--- config.mk ---
export PLATFORM = sky130hd
export DESIGN_NAME = drive_motor_speed_ramp_unit
export DESIGN_NICKNAME = d
export VERILOG_FILES = /design/src/design/drmp_pkg.sv /design/src/design/drmp_datapath.sv /design/src/design/drmp_ctrl.sv /design/src/design/drive_motor_speed_ramp_unit.sv
export VERILOG_INCLUDE_DIRS = /design/src /design/src/design
export SDC_FILE = /design/constraint.sdc
export NUM_CORES = 1
export LEC_CHECK = 0
export BUFFER_PORTS_ARGS = -buffer_cell sky130_fd_sc_hd__buf_4
export CAP_MARGIN = 20
export CORE_ASPECT_RATIO = 0.6
export CORE_MARGIN = 10
export CORE_UTILIZATION = 30
export CTS_BUF_LIST = sky130_fd_sc_hd__clkbuf_4
export DETAILED_ROUTE_END_ITERATION = 10
export MAX_ROUTING_LAYER = met4
export PLACE_DENSITY = 0.45
export SKIP_CTS_REPAIR_TIMING = 1
export SLEW_MARGIN = 20
export SYNTH_ARGS = -nofsm -noshare
export SYNTH_HDL_FRONTEND = slang
export SYNTH_SLANG_ARGS = --single-unit
--- constraint.sdc ---
create_clock -name clk -period 4.4 [get_ports clk]
set_input_delay 0.88 -clock clk [delete_from_list [all_inputs] [get_ports clk]]
set_output_delay 0.88 -clock clk [all_outputs]
set_load 0.01 [all_outputs]
--- src/design/drive_motor_speed_ramp_unit_macros.svh ---
// assertion macros for the drive motor speed ramp unit
// used by the top level only, no other dependencies
`ifndef DRIVE_MOTOR_SPEED_RAMP_UNIT_MACROS_SVH
`define DRIVE_MOTOR_SPEED_RAMP_UNIT_MACROS_SVH
`ifndef SYNTH
`define DRMP_ASSERT(lbl, clk, rst_n, prop) \
    lbl: assert property (@(posedge clk) disable iff (!rst_n) prop) \
        else $error("drmp assertion failed");
`define DRMP_ASSERT_NEVER(lbl, clk, rst_n, expr) \
    lbl: assert property (@(posedge clk) disable iff (!rst_n) !(expr)) \
        else $error("drmp forbidden condition");
`else
`define DRMP_ASSERT(lbl, clk, rst_n, prop)
`define DRMP_ASSERT_NEVER(lbl, clk, rst_n, expr)
`endif
`endif

--- src/design/drmp_pkg.sv ---
// shared types and constants for the drive motor speed ramp unit
// no dependencies
`default_nettype none
package drmp_pkg;

    localparam int RAMP_STEPS = 8;
    localparam int CNT_W      = $clog2(RAMP_STEPS);
    localparam int SPEED_W    = 8;
    localparam int DUTY_W     = 10;
    localparam int HOLD_W     = 8;
    localparam int CFG_IDX_W  = 2;
    localparam int CFG_DATA_W = 10;

    typedef logic [SPEED_W-1:0]    speed_t;
    typedef logic [DUTY_W-1:0]     duty_t;
    typedef logic [HOLD_W-1:0]     hold_t;
    typedef logic [CNT_W-1:0]      cnt_t;
    typedef logic [CFG_IDX_W-1:0]  cfg_idx_t;
    typedef logic [CFG_DATA_W-1:0] cfg_data_t;

    localparam cfg_idx_t REG_RAMP_THRESHOLD = 2'd0;
    localparam cfg_idx_t REG_BUMP_HOLD_MS   = 2'd1;
    localparam cfg_idx_t REG_BUMP_DUTY      = 2'd2;

    localparam speed_t RST_RAMP_THRESHOLD = 8'd31;
    localparam hold_t  RST_BUMP_HOLD_MS   = 8'd10;
    localparam duty_t  RST_BUMP_DUTY      = 10'd1023;

    localparam speed_t SPEED_MAX = 8'd255;

    typedef enum logic [1:0] {
        DIR_COAST = 2'd0,
        DIR_FWD   = 2'd1,
        DIR_REV   = 2'd2
    } dir_t;

    typedef enum logic [1:0] {
        STEP_DIR,
        STEP_BUMP,
        STEP_RAMP,
        STEP_FINAL
    } step_kind_t;

    typedef struct packed {
        logic       load;
        logic       eval;
        logic       emit;
        step_kind_t kind;
        logic       last;
    } cmd_t;

    typedef struct packed {
        logic dir_chg;
        logic rise;
        logic fall;
        logic bump;
        logic ramp;
        logic out_free;
    } status_t;

endpackage
`default_nettype wire

--- src/design/drmp_datapath.sv ---
// datapath: config registers, speed state, ramp accumulator and output register
// depends on drmp_pkg
`default_nettype none
module drmp_datapath (
    input  wire logic                clk,
    input  wire logic                rst_n,
    input  wire logic signed [8:0]   target_speed,
    input  wire logic                cfg_we,
    input  wire drmp_pkg::cfg_idx_t  cfg_index,
    input  wire drmp_pkg::cfg_data_t cfg_data,
    input  wire drmp_pkg::cmd_t      cmd,
    output drmp_pkg::status_t        status,
    output logic                     out_valid,
    input  wire logic                out_ready,
    output logic [9:0]               pwm_duty,
    output logic                     bridge_a,
    output logic                     bridge_b,
    output logic [7:0]               hold_ms,
    output logic                     last_step
);

    drmp_pkg::speed_t ramp_threshold_reg;
    drmp_pkg::hold_t  bump_hold_ms_reg;
    drmp_pkg::duty_t  bump_duty_reg;

    drmp_pkg::speed_t present_speed_reg;
    drmp_pkg::dir_t   present_dir_reg;

    drmp_pkg::speed_t mag_reg;
    drmp_pkg::speed_t mag_next;
    drmp_pkg::dir_t   dir_reg;
    drmp_pkg::dir_t   dir_next;

    drmp_pkg::speed_t sp_reg;
    drmp_pkg::speed_t sp_sum;
    drmp_pkg::speed_t frac_reg;
    drmp_pkg::speed_t start;
    drmp_pkg::speed_t diff;
    logic             dir_chg;

    logic dir_chg_reg;
    logic rise_reg;
    logic fall_reg;
    logic bump_reg;
    logic ramp_reg;

    logic              out_valid_reg;
    drmp_pkg::duty_t   duty_reg;
    drmp_pkg::duty_t   duty_next;
    drmp_pkg::hold_t   hold_reg;
    drmp_pkg::hold_t   hold_next;
    logic              last_reg;
    logic              bridge_a_next;
    logic              bridge_b_next;
    logic              bridge_a_reg;
    logic              bridge_b_reg;

    // command decode: magnitude with saturation, and direction
    always_comb
    begin
        if (target_speed == 9'sd0)
        begin
            mag_next = '0;
            dir_next = drmp_pkg::DIR_COAST;
        end
        else if (target_speed[8])
        begin
            dir_next = drmp_pkg::DIR_REV;
            if (target_speed == -9'sd256)
            begin
                mag_next = drmp_pkg::SPEED_MAX;
            end
            else
            begin
                mag_next = drmp_pkg::speed_t'(-target_speed);
            end
        end
        else
        begin
            mag_next = target_speed[7:0];
            dir_next = drmp_pkg::DIR_FWD;
        end
    end

    assign dir_chg = (dir_reg != present_dir_reg);
    assign start   = dir_chg ? '0 : present_speed_reg;
    assign diff    = mag_reg - start;
    assign sp_sum  = sp_reg + frac_reg;

    always_comb
    begin
        unique case (present_dir_reg)
            drmp_pkg::DIR_FWD:
            begin
                bridge_a_next = 1'b0;
                bridge_b_next = 1'b1;
            end
            drmp_pkg::DIR_REV:
            begin
                bridge_a_next = 1'b1;
                bridge_b_next = 1'b0;
            end
            default:
            begin
                bridge_a_next = 1'b1;
                bridge_b_next = 1'b1;
            end
        endcase
    end

    always_comb
    begin
        unique case (cmd.kind)
            drmp_pkg::STEP_DIR:
            begin
                duty_next = '0;
                hold_next = '0;
            end
            drmp_pkg::STEP_BUMP:
            begin
                duty_next = bump_duty_reg;
                hold_next = bump_hold_ms_reg;
            end
            drmp_pkg::STEP_RAMP:
            begin
                duty_next = {sp_sum, 2'b00};
                hold_next = frac_reg;
            end
            default:
            begin
                duty_next = {mag_reg, 2'b00};
                hold_next = '0;
            end
        endcase
    end

    always_ff @(posedge clk or negedge rst_n)
    begin
        if (!rst_n)
        begin
            ramp_threshold_reg <= drmp_pkg::RST_RAMP_THRESHOLD;
            bump_hold_ms_reg   <= drmp_pkg::RST_BUMP_HOLD_MS;
            bump_duty_reg      <= drmp_pkg::RST_BUMP_DUTY;
            present_speed_reg  <= '0;
            present_dir_reg    <= drmp_pkg::DIR_COAST;
            dir_reg            <= drmp_pkg::DIR_COAST;
            dir_chg_reg        <= 1'b0;
            rise_reg           <= 1'b0;
            fall_reg           <= 1'b0;
            bump_reg           <= 1'b0;
            ramp_reg           <= 1'b0;
            out_valid_reg      <= 1'b0;
        end
        else
        begin
            if (cfg_we)
            begin
                unique case (cfg_index)
                    drmp_pkg::REG_RAMP_THRESHOLD: ramp_threshold_reg <= cfg_data[7:0];
                    drmp_pkg::REG_BUMP_HOLD_MS:   bump_hold_ms_reg   <= cfg_data[7:0];
                    drmp_pkg::REG_BUMP_DUTY:      bump_duty_reg      <= cfg_data;
                    default:                      ;
                endcase
            end
            if (cmd.load)
            begin
                dir_reg <= dir_next;
            end
            if (cmd.eval)
            begin
                dir_chg_reg       <= dir_chg;
                rise_reg          <= (start < mag_reg);
                fall_reg          <= (start > mag_reg);
                bump_reg          <= (start < mag_reg) && (start == '0);
                ramp_reg          <= (start < mag_reg) && (diff > ramp_threshold_reg);
                present_dir_reg   <= dir_reg;
                present_speed_reg <= mag_reg;
            end
            if (cmd.emit)
            begin
                out_valid_reg <= 1'b1;
            end
            else if (out_ready)
            begin
                out_valid_reg <= 1'b0;
            end
        end
    end

    // payload registers
    always_ff @(posedge clk)
    begin
        if (cmd.load)
        begin
            mag_reg <= mag_next;
        end
        if (cmd.eval)
        begin
            sp_reg   <= start;
            frac_reg <= drmp_pkg::speed_t'(diff / drmp_pkg::RAMP_STEPS);
        end
        if (cmd.emit)
        begin
            duty_reg     <= duty_next;
            hold_reg     <= hold_next;
            last_reg     <= cmd.last;
            bridge_a_reg <= bridge_a_next;
            bridge_b_reg <= bridge_b_next;
            if (cmd.kind == drmp_pkg::STEP_RAMP)
            begin
                sp_reg <= sp_sum;
            end
        end
    end

    assign status.dir_chg  = dir_chg_reg;
    assign status.rise     = rise_reg;
    assign status.fall     = fall_reg;
    assign status.bump     = bump_reg;
    assign status.ramp     = ramp_reg;
    assign status.out_free = !out_valid_reg || out_ready;

    assign out_valid = out_valid_reg;
    assign pwm_duty  = duty_reg;
    assign hold_ms   = hold_reg;
    assign last_step = last_reg;
    assign bridge_a  = bridge_a_reg;
    assign bridge_b  = bridge_b_reg;

endmodule
`default_nettype wire

--- src/design/drmp_ctrl.sv ---
// controller: sequences direction, bump, ramp and final steps of one command
// depends on drmp_pkg
`default_nettype none
module drmp_ctrl (
    input  wire logic              clk,
    input  wire logic              rst_n,
    input  wire logic              in_valid,
    output logic                   in_ready,
    input  wire drmp_pkg::status_t status,
    output drmp_pkg::cmd_t         cmd
);

    typedef enum logic [2:0] {
        S_IDLE,
        S_EVAL,
        S_PICK,
        S_DIR,
        S_BUMP,
        S_RAMP,
        S_FINAL
    } state_t;

    state_t         state_reg;
    state_t         state_next;
    state_t         first_state;
    state_t         after_state;
    state_t         rise_state;
    drmp_pkg::cnt_t cnt_reg;
    drmp_pkg::cnt_t cnt_next;

    // first step of a rise
    always_comb
    begin
        priority if (status.bump)
        begin
            rise_state = S_BUMP;
        end
        else if (status.ramp)
        begin
            rise_state = S_RAMP;
        end
        else
        begin
            rise_state = S_FINAL;
        end
    end

    always_comb
    begin
        priority if (status.dir_chg)
        begin
            first_state = S_DIR;
        end
        else if (status.rise)
        begin
            first_state = rise_state;
        end
        else if (status.fall)
        begin
            first_state = S_FINAL;
        end
        else
        begin
            first_state = S_IDLE;
        end
    end

    always_comb
    begin
        unique case (state_reg)
            S_DIR:
            begin
                priority if (status.rise)
                begin
                    after_state = rise_state;
                end
                else if (status.fall)
                begin
                    after_state = S_FINAL;
                end
                else
                begin
                    after_state = S_IDLE;
                end
            end
            S_BUMP:
            begin
                after_state = status.ramp ? S_RAMP : S_FINAL;
            end
            S_RAMP:
            begin
                after_state = (cnt_reg == drmp_pkg::cnt_t'(drmp_pkg::RAMP_STEPS - 1))
                              ? S_FINAL : S_RAMP;
            end
            default:
            begin
                after_state = S_IDLE;
            end
        endcase
    end

    always_comb
    begin
        state_next = state_reg;
        cnt_next   = cnt_reg;
        in_ready   = (state_reg == S_IDLE);
        cmd        = '0;
        unique case (state_reg)
            S_IDLE:
            begin
                if (in_valid)
                begin
                    cmd.load   = 1'b1;
                    state_next = S_EVAL;
                end
            end
            S_EVAL:
            begin
                cmd.eval   = 1'b1;
                state_next = S_PICK;
            end
            S_PICK:
            begin
                state_next = first_state;
                cnt_next   = drmp_pkg::cnt_t'(1);
            end
            default:
            begin
                unique case (state_reg)
                    S_DIR:   cmd.kind = drmp_pkg::STEP_DIR;
                    S_BUMP:  cmd.kind = drmp_pkg::STEP_BUMP;
                    S_RAMP:  cmd.kind = drmp_pkg::STEP_RAMP;
                    default: cmd.kind = drmp_pkg::STEP_FINAL;
                endcase
                if (status.out_free)
                begin
                    cmd.emit   = 1'b1;
                    cmd.last   = (after_state == S_IDLE);
                    state_next = after_state;
                    if (state_reg == S_RAMP)
                    begin
                        cnt_next = cnt_reg + drmp_pkg::cnt_t'(1);
                    end
                end
            end
        endcase
    end

    always_ff @(posedge clk or negedge rst_n)
    begin
        if (!rst_n)
        begin
            state_reg <= S_IDLE;
            cnt_reg   <= '0;
        end
        else
        begin
            state_reg <= state_next;
            cnt_reg   <= cnt_next;
        end
    end

endmodule
`default_nettype wire

--- src/design/drive_motor_speed_ramp_unit.sv ---
// Drive motor speed ramp unit. A signed speed command produces 0 to
// RAMP_STEPS + 2 drive steps (duty, bridge pattern, hold time, last flag).
// After its transfer a command is decoded and evaluated against the present
// speed, then the controller puts one step per cycle into the output register
// whenever it is empty or being drained. The next command is taken as soon as
// the final step sits in the output register.
// Configuration writes take effect at once and are meant for idle periods.
// depends on drmp_pkg, drmp_ctrl, drmp_datapath, drive_motor_speed_ramp_unit_macros.svh
`default_nettype none
`include "drive_motor_speed_ramp_unit_macros.svh"
module drive_motor_speed_ramp_unit (
    input  wire logic                clk,
    input  wire logic                rst_n,
    input  wire logic                cfg_we,
    input  wire drmp_pkg::cfg_idx_t  cfg_index,
    input  wire drmp_pkg::cfg_data_t cfg_data,
    input  wire logic                in_valid,
    output logic                     in_ready,
    input  wire logic signed [8:0]   target_speed,
    output logic                     out_valid,
    input  wire logic                out_ready,
    output logic [9:0]               pwm_duty,
    output logic                     bridge_a,
    output logic                     bridge_b,
    output logic [7:0]               hold_ms,
    output logic                     last_step
);

    drmp_pkg::cmd_t    cmd;
    drmp_pkg::status_t status;

    drmp_ctrl u_ctrl (
        .clk      (clk),
        .rst_n    (rst_n),
        .in_valid (in_valid),
        .in_ready (in_ready),
        .status   (status),
        .cmd      (cmd)
    );

    drmp_datapath u_datapath (
        .clk          (clk),
        .rst_n        (rst_n),
        .target_speed (target_speed),
        .cfg_we       (cfg_we),
        .cfg_index    (cfg_index),
        .cfg_data     (cfg_data),
        .cmd          (cmd),
        .status       (status),
        .out_valid    (out_valid),
        .out_ready    (out_ready),
        .pwm_duty     (pwm_duty),
        .bridge_a     (bridge_a),
        .bridge_b     (bridge_b),
        .hold_ms      (hold_ms),
        .last_step    (last_step)
    );

    // one command at a time
    `DRMP_ASSERT(a_one_cmd, clk, rst_n, (in_valid && in_ready) |=> !in_ready)
    // a step that is not the last one means the command is still in work
    `DRMP_ASSERT(a_busy_mid_cmd, clk, rst_n, (out_valid && !last_step) |-> !in_ready)
    // the bridge is never driven low on both inputs
    `DRMP_ASSERT_NEVER(a_bridge_short, clk, rst_n, out_valid && !bridge_a && !bridge_b)
    // an emitted step cannot be lost by the next one while stalled
    `DRMP_ASSERT(a_emit_slot, clk, rst_n, (cmd.emit) |-> (!out_valid || out_ready))

endmodule
`default_nettype wire

==> results of run 1 <==
==> path summary, 6_finish.rpt <==
check | start | end | slack (ns) | depth (start not counted)
min in group clk | u_datapath.sp_reg[0]$_DFF_P_ | u_datapath.sp_reg[0]$_DFF_P_ | 0.49 | 2
setup reg to reg | u_datapath.present_dir_reg[1]$_DFFE_PN0N_ | u_datapath.ramp_reg$_DFFE_PN0N_ | 0.84 | 15
hold / removal | rst_n | u_datapath.out_valid$_DFFE_PN0P_ | 0.43 | 1
hold reg to reg | u_datapath.sp_reg[0]$_DFF_P_ | u_datapath.sp_reg[0]$_DFF_P_ | 0.49 | 2
max in group asynchronous | rst_n | u_datapath.bump_hold_ms_reg[0]$_DFFE_PN0P_ | 3.49 | 1
setup / recovery | u_datapath.present_dir_reg[1]$_DFFE_PN0N_ | u_datapath.ramp_reg$_DFFE_PN0N_ | 0.84 | 15
==> kinds of logic after synthesis <==
family                   Yosys count  synth area share (%)
buffers and inverters             40                  3.30
multiplexers                      22                  5.08
adder cells (fa/ha/maj)           30                  8.05
AO/OA/AOI/OAI                    114                  15.3
XOR/XNOR                          10                  1.81
flip-flops                        92                  50.6
AND/OR/NAND/NOR                  162                  15.8
==> per-layer routing <==
| layer | share of wire, % | routed length, um | up-vias |
|---|---|---|---|
| met3 | 5.4 | 700 | 13 |
| met1 | 55 | 7130 | 1804 |
| met4 | 1.2 | 160 | 0 |
| met2 | 39 | 5020 | 99 |
| li1 | - | - | 1787 |
| met5 | 0 | 0 | - |
==> where the power goes <==
part / switching (W) / internal [W]
clock network: 0.000304 / 0.000238
registers: 0.000257 / 0.00131
logic: 0.00117 / 0.000817
==> layout make-up <==
cell class	count	area, sq um	share of cell area (%)
multi-input cells	338	2240	40.1
clock buffers	10	75.1	1.34
repair buffers	52	390	6.99
inverters	23	86.3	1.55
flip-flops and latches	92	2450	43.9
clock inverters	6	87.6	1.57
well taps	203	254	4.55
==> per-stage QoR <==
stage                     cell area [sq um]  total power [W]  utilization [%]  hold WS [ns]  cells
after floorplan                        4850          0.00288                -         0.450    470
after global placement                 5420          0.00354             34.8         0.469    708
after detailed placement               5420          0.00357             34.8         0.475    708
after CTS                              5580          0.00413             35.8         0.442    724
after global routing                   5580          0.00443             35.8         0.465    724
final                                  5580          0.00409             35.8         0.431    724
==> cells in the final DEF (no fill, tap or decap), types with 4 or more instances in the layout <==
cell type / n
a211o_1: 4
a21oi_1: 27
a22oi_1: 7
a31oi_1: 7
and3_1: 6
buf_4: 52
clkbuf_4: 10
dfrtp_1: 33
dfstp_2: 17
dfxtp_1: 8
edfxtp_1: 34
ha_1: 28
inv_1: 21
mux2_2: 21
nand2_1: 80
nand2b_1: 5
nand3_1: 7
nand4_1: 4
nor2_1: 21
nor2b_1: 9
nor3_1: 12
nor4_1: 4
o21a_1: 4
o21ai_0: 34
xor2_1: 7
==> results.ini, run 1 <==
[outcome]
status=finished clean

[worst_setup_path]
path_class=reg -> reg
critical_path_arrival_ns=3.90
path_delay_family=compound AO/OA/AOI/OAI gates
critPathBufInv=1
crit_chain=xor2_1, nor2_1, buf_4, nand2_1, ha_1, a211oi_1, o21ai_0, a2111oi_0, nor3_1, xor2_1, ha_1, nand4_1, a21oi_1, a2111oi_0, o31ai_1
crit_slowest_cell=dfrtp_1
slowest_delay_ns=0.45
cp-start-kind=flip-flop
crit_path_max_fanout=11
cp.required_ns=4.74
critPathCaptureType=flip-flop

[synthesis]
ys_types=58
yosysMostFrequentCell=nand2_1
async_flop_share_pct=54.3
synth_seq_cells=92
syn_nets=526
avgSynthCellArea_sq_um=10.3
synth_top_cell_by_area=edfxtp_1
synth_edf_count=34
syn_area_sq_mm=0.00485
syn_inst=470
synth_flop_cell=edfxtp_1
yosysSeqAreaShare_pct=50.6
yosys-top-cells-area=edfxtp_1, dfrtp_1, dfstp_2
synth_top_cell_area_share_pct=21.0
ys_warn_count=0
ys_top_cells_by_count=nand2_1, edfxtp_1, o21ai_0

[timing]
fin_skew_ns=0.0189
max_freq_mhz=281
setup_violations=0
slew_headroom_pct=35.5
worstMarginPinSlew_ns=0.966
fin_ws_ns=0.841
grt_setup_unrepaired=no
drv_slew=0
period_minus_slack_ns=3.56
final_hold_viol_count=0
tns_ns=0
fin_crit_sh_pct=80.9

[cts]
root_buffer=clkbuf_4
cts_tree=yes
cts_buffer_depth=2
clkTransAtPathRegs_ns=0.16
clk_latency_ns=0.45
cts_buffers=9
cts.sinks=92
h-tree-depth=3

[routing]
firstDrtPassIters=5
drc_errors=0
drtIter0Drc=200
totalWireLength_mm=13.0
vias=3703
drtAntennaViolNets=0
wl_per_cell_um=18.0
via_per_inst=5.11

[pwr]
powerDensity_mw_per_mm2=733
power.leakage_nw=2.33
ir_drop_mv=0.271

[global_route]
grt-ovfl-total=0
grt_pass1_wl_mm=20.6
grt_util_met1_pct=18.3
grt_max_degree=51
global_route.usage.met3_pct=3.30
grt_pass1_vias=3703
met2_usage_pct=15.7
antenna_found_initial=0
top_usage_layer=met1
track_usage_pct=12.3

[placed_design]
dp_hpwl_mm=10.0
place_ws_ns=0.865
io_buffers=48
gp_congestion=0.837

[layout]
area_growth_pct=15.1
diodes=0
layout-drive-gt1-share_pct=23.0
fillers=1593
num-nets-final=572

[run]
maxCapViolations=0

[die]
num_rows=35
core-area_sq_mm=0.0156
die_x_um=184
start_util_pct=31.1
die_area_sq_mm=0.0218
die-height_um=118
io_pins=49

[hold_path]
hold_class=in -> async

Note: power is estimated with default switching activity, not from simulation.
==> run 2, diff against run 1 <==
--- a/config.mk
+++ b/config.mk
@@ -6,6 +6,7 @@
 export SDC_FILE = /design/constraint.sdc
 export NUM_CORES = 1
 export LEC_CHECK = 0
+export ABC_AREA = 1
 export BUFFER_PORTS_ARGS = -buffer_cell sky130_fd_sc_hd__buf_4
 export CAP_MARGIN = 20
 export CORE_ASPECT_RATIO = 0.6
==> constraint.sdc (replaced) <==
create_clock -name clk -period 3.35 [get_ports clk]
set_input_delay 0.67 -clock clk [delete_from_list [all_inputs] [get_ports clk]]
set_output_delay 0.67 -clock clk [all_outputs]
set_load 0.01 [all_outputs]
==> results.ini, run 2 <==
[outcome]
status=finished clean

[die]
die_area_sq_mm=0.0226  ; +3.4%
start_util_pct=30.8  ; -0.28 points
core-area_sq_mm=0.0164  ; +4.9%
die_x_um=187  ; +1.7%
die-height_um=120  ; +1.6%
num_rows=36  ; +2.9%
io_pins=49  ; unchanged

[worst_setup_path]
reg2regPathDepth=19  ; +4
crit_top_cell=nand2_1
crit_path_max_fanout=5  ; -6
cp.required_ns=3.72  ; -1.02 ns
rrSetupSlack_ns=0.33  ; -0.51 ns
path_delay_family=simple AND/OR/NAND/NOR gates
r2r-end=u_datapath.ramp_reg$_DFFE_PN0N_
critPathBufInv=2  ; +1
cp-start-kind=flip-flop
critPathCaptureType=flip-flop
crit_chain=xnor2_2, and2_4, buf_4, buf_4, nand2_2, ha_1, nand2_1, o21ai_1, nand4_1, nand3_1, nand2_1, ha_1, nand2_1, nor2_2, nand3_1, nor2_1, a21oi_1, nand2_1, nand2_1
critical_path_arrival_ns=3.39  ; -0.51 ns
rr_startpoint=u_datapath.present_dir_reg[0]$_DFFE_PN0N_
crit_slowest_cell=dfrtp_1
slowest_delay_ns=0.46  ; about the same
path_class=reg -> reg

[timing]
max_freq_mhz=331  ; +18%
tns_ns=0  ; unchanged
slew_headroom_pct=54.0  ; +18 points
drv_slew=0  ; unchanged
fin_skew_ns=0.0156  ; -0.00332 ns
final_hold_viol_count=0  ; unchanged
setup_violations=0  ; unchanged
worstMarginPinSlew_ns=0.689  ; -0.277 ns
fin_crit_sh_pct=90.1  ; +9.2 points
period_minus_slack_ns=3.02  ; -0.542 ns
grt_setup_unrepaired=no

[layout]
layout.cells.non_filler=887  ; +23%
area_growth_pct=15.5
fillers=1720  ; +8.0%
fin_util_pct=35.6  ; -0.21 points
num-nets-final=709  ; +24%
layout-drive-gt1-share_pct=18.5  ; -4.5 points
final_common_cell=nand2_1
layout_common_cells=nand2_1, inv_1, buf_4

[placed_design]
dp_hpwl_mm=10.5  ; +4.8%
gp_congestion=0.875  ; +4.6%
placed_cells=862  ; +22%
io_buffers=48  ; unchanged

[cts]
h-tree-depth=3  ; unchanged
cts_buffer_depth=2  ; unchanged
cts_buffers=9  ; unchanged
clkTransAtPathRegs_ns=0.14  ; -0.02 ns
cts_tree=yes
root_buffer=clkbuf_4
clk_latency_ns=0.46  ; about the same
cts.sinks=92  ; unchanged

[routing]
drtAntennaViolNets=0  ; unchanged
drc_errors=0  ; unchanged
via_per_inst=4.56  ; -11%
vias=4044  ; +9.2%
drtIter0Drc=253  ; +27%
firstDrtPassIters=5  ; unchanged
totalWireLength_mm=13.6  ; +4.6%
wl_per_cell_um=15.3  ; -15%

[global_route]
grt_max_degree=51  ; unchanged
track_usage_pct=12.6  ; +0.29 points
grt_pass1_wl_mm=21.9  ; +6.3%
grt-ovfl-total=0  ; unchanged
antenna_found_initial=1  ; +1
grt_pass1_vias=3970  ; +7.2%

[synthesis]
synth_edf_count=34  ; unchanged
synth_seq_cells=92  ; unchanged
syn_area_sq_mm=0.00504  ; +3.9%
avgSynthCellArea_sq_um=8.42  ; -18%
yosysSeqAreaShare_pct=48.7  ; -1.9 points
syn_inst=599  ; +27%
ys_top_cells_by_count=nand2_1, inv_1, o21ai_0
yosys-top-cells-area=edfxtp_1, dfrtp_1, nand2_1
synth_top_cell_area_share_pct=20.3  ; -0.79 points
yosysMostFrequentCell=nand2_1
ys_warn_count=0  ; unchanged
synth_flop_cell=edfxtp_1
synth_top_cell_by_area=edfxtp_1
ys_types=39  ; -33%
async_flop_share_pct=54.3  ; unchanged
syn_nets=655  ; +25%

[pwr]
p_clk_share_pct=10.8  ; -2.5 points
power.switching_w=0.00234  ; +36%
pwr-share-comb_pct=51.4  ; +2.9 points
power.internal_w=0.00289  ; +22%
swShare_pct=44.7  ; +2.5 points
power.leakage_nw=2.77  ; +19%
powerDensity_mw_per_mm2=900  ; +23%
ir_drop_mv=0.191  ; -29%
power_frac_seq_pct=37.8  ; -0.5 points

[run]
maxCapViolations=0  ; unchanged

[hold_path]
hold_class=in -> async

[run 2: cell count changes after synthesis, sizes merged, moves of 9 or more]
cell	before	now
nand2	81	176
inv	23	85
nand3	8	38
o21ai	34	63
mux2	21	2
nor2	22	34
nor2b	9	0
[run 2: layout make-up]
| cell class | instances | area, sq um | share of cell area [%] |
|---|---|---|---|
| antenna | 1 | 2.50 | 0.0430 |
| clock buffer | 12 | 90.1 | 1.55 |
| clock inverter | 4 | 27.5 | 0.473 |
| inverter | 85 | 319 | 5.48 |
| multi-input combinational | 408 | 2220 | 38.1 |
| sequential | 92 | 2450 | 42.1 |
| tap | 228 | 285 | 4.90 |
| timing repair buffer | 57 | 428 | 7.35 |
[run 2: power groups by stage]
stage / clock network [W] / logic (W) / registers, W
2_1_floorplan: 0 / 0.00177 / 0.00195
3_3_place_gp: 0 / 0.00250 / 0.00200
3_5_place_dp: 0 / 0.00253 / 0.00201
4_1_cts: 0.000595 / 0.00255 / 0.00198
5_1_grt: 0.000630 / 0.00309 / 0.00203
6_report: 0.000566 / 0.00269 / 0.00198
[run 2: kinds of logic after synthesis]
| logic type | after synthesis | share of synthesized area, % |
|---|---|---|
| mux | 2 | 0.447 |
| buf+inv | 99 | 7.74 |
| xor+xnor | 10 | 1.89 |
| fa+ha+maj | 30 | 7.74 |
| simple gates | 268 | 23.0 |
| flops | 92 | 48.7 |
| compound gates | 98 | 10.5 |
[run 2: worst reg2reg max path: stages, from the launching register on]
cell	delay, ns
dfrtp_1	0.46
xnor2_2	0.22
and2_4	0.21
buf_4	0.11
buf_4	0.10
nand2_2	0.06
ha_1	0.29
nand2_1	0.07
o21ai_1	0.25
nand4_1	0.16
nand3_1	0.12
nand2_1	0.08
ha_1	0.29
nand2_1	0.08
nor2_2	0.13
nand3_1	0.07
nor2_1	0.09
a21oi_1	0.05
nand2_1	0.06
nand2_1	0.04
[run 2: metrics by stage]
stage / hold slack [ns] / total power [W] / setup WS (ns) / cell area (sq um)
3_3_place_gp: 0.470 / 0.00450 / 0.327 / 5620
6_report: 0.229 / 0.00524 / 0.333 / 5820
3_5_place_dp: 0.473 / 0.00454 / 0.209 / 5620
2_1_floorplan: 0.374 / 0.00372 / 0.498 / 5040
4_1_cts: 0.233 / 0.00513 / 0.175 / 5740
5_1_grt: 0.237 / 0.00575 / 0.0107 / 5820
[run 2: how the worst max path moves through the flow]
stage	from	endpoint	slack, ns	cells after the start
final	u_datapath.present_dir_reg[0]$_DFFE_PN0N_	u_datapath.ramp_reg$_DFFE_PN0N_	0.33	19
after CTS	u_datapath.present_dir_reg[0]$_DFFE_PN0N_	u_datapath.ramp_reg$_DFFE_PN0N_	0.18	19
after floorplan	u_datapath.present_dir_reg[0]$_DFFE_PN0N_	u_datapath.ramp_reg$_DFFE_PN0N_	0.50	20
after global placement	u_datapath.present_dir_reg[0]$_DFFE_PN0N_	u_datapath.ramp_reg$_DFFE_PN0N_	0.33	19
after detailed placement	u_datapath.present_dir_reg[0]$_DFFE_PN0N_	u_datapath.ramp_reg$_DFFE_PN0N_	0.21	19
after global routing	u_datapath.present_dir_reg[1]$_DFFE_PN0N_	u_datapath.ramp_reg$_DFFE_PN0N_	0.01	22
[run 2: layer usage]
| layer | vias up | global-route usage [%] | wire [um] |
|---|---|---|---|
| met5 | - | - | 0 |
| met4 | 0 | 3.41 | 140 |
| met3 | 12 | 2.73 | 577 |
| met2 | 79 | 15.9 | 5080 |
| met1 | 1895 | 19.2 | 7810 |
| li1 | 2058 | - | - |
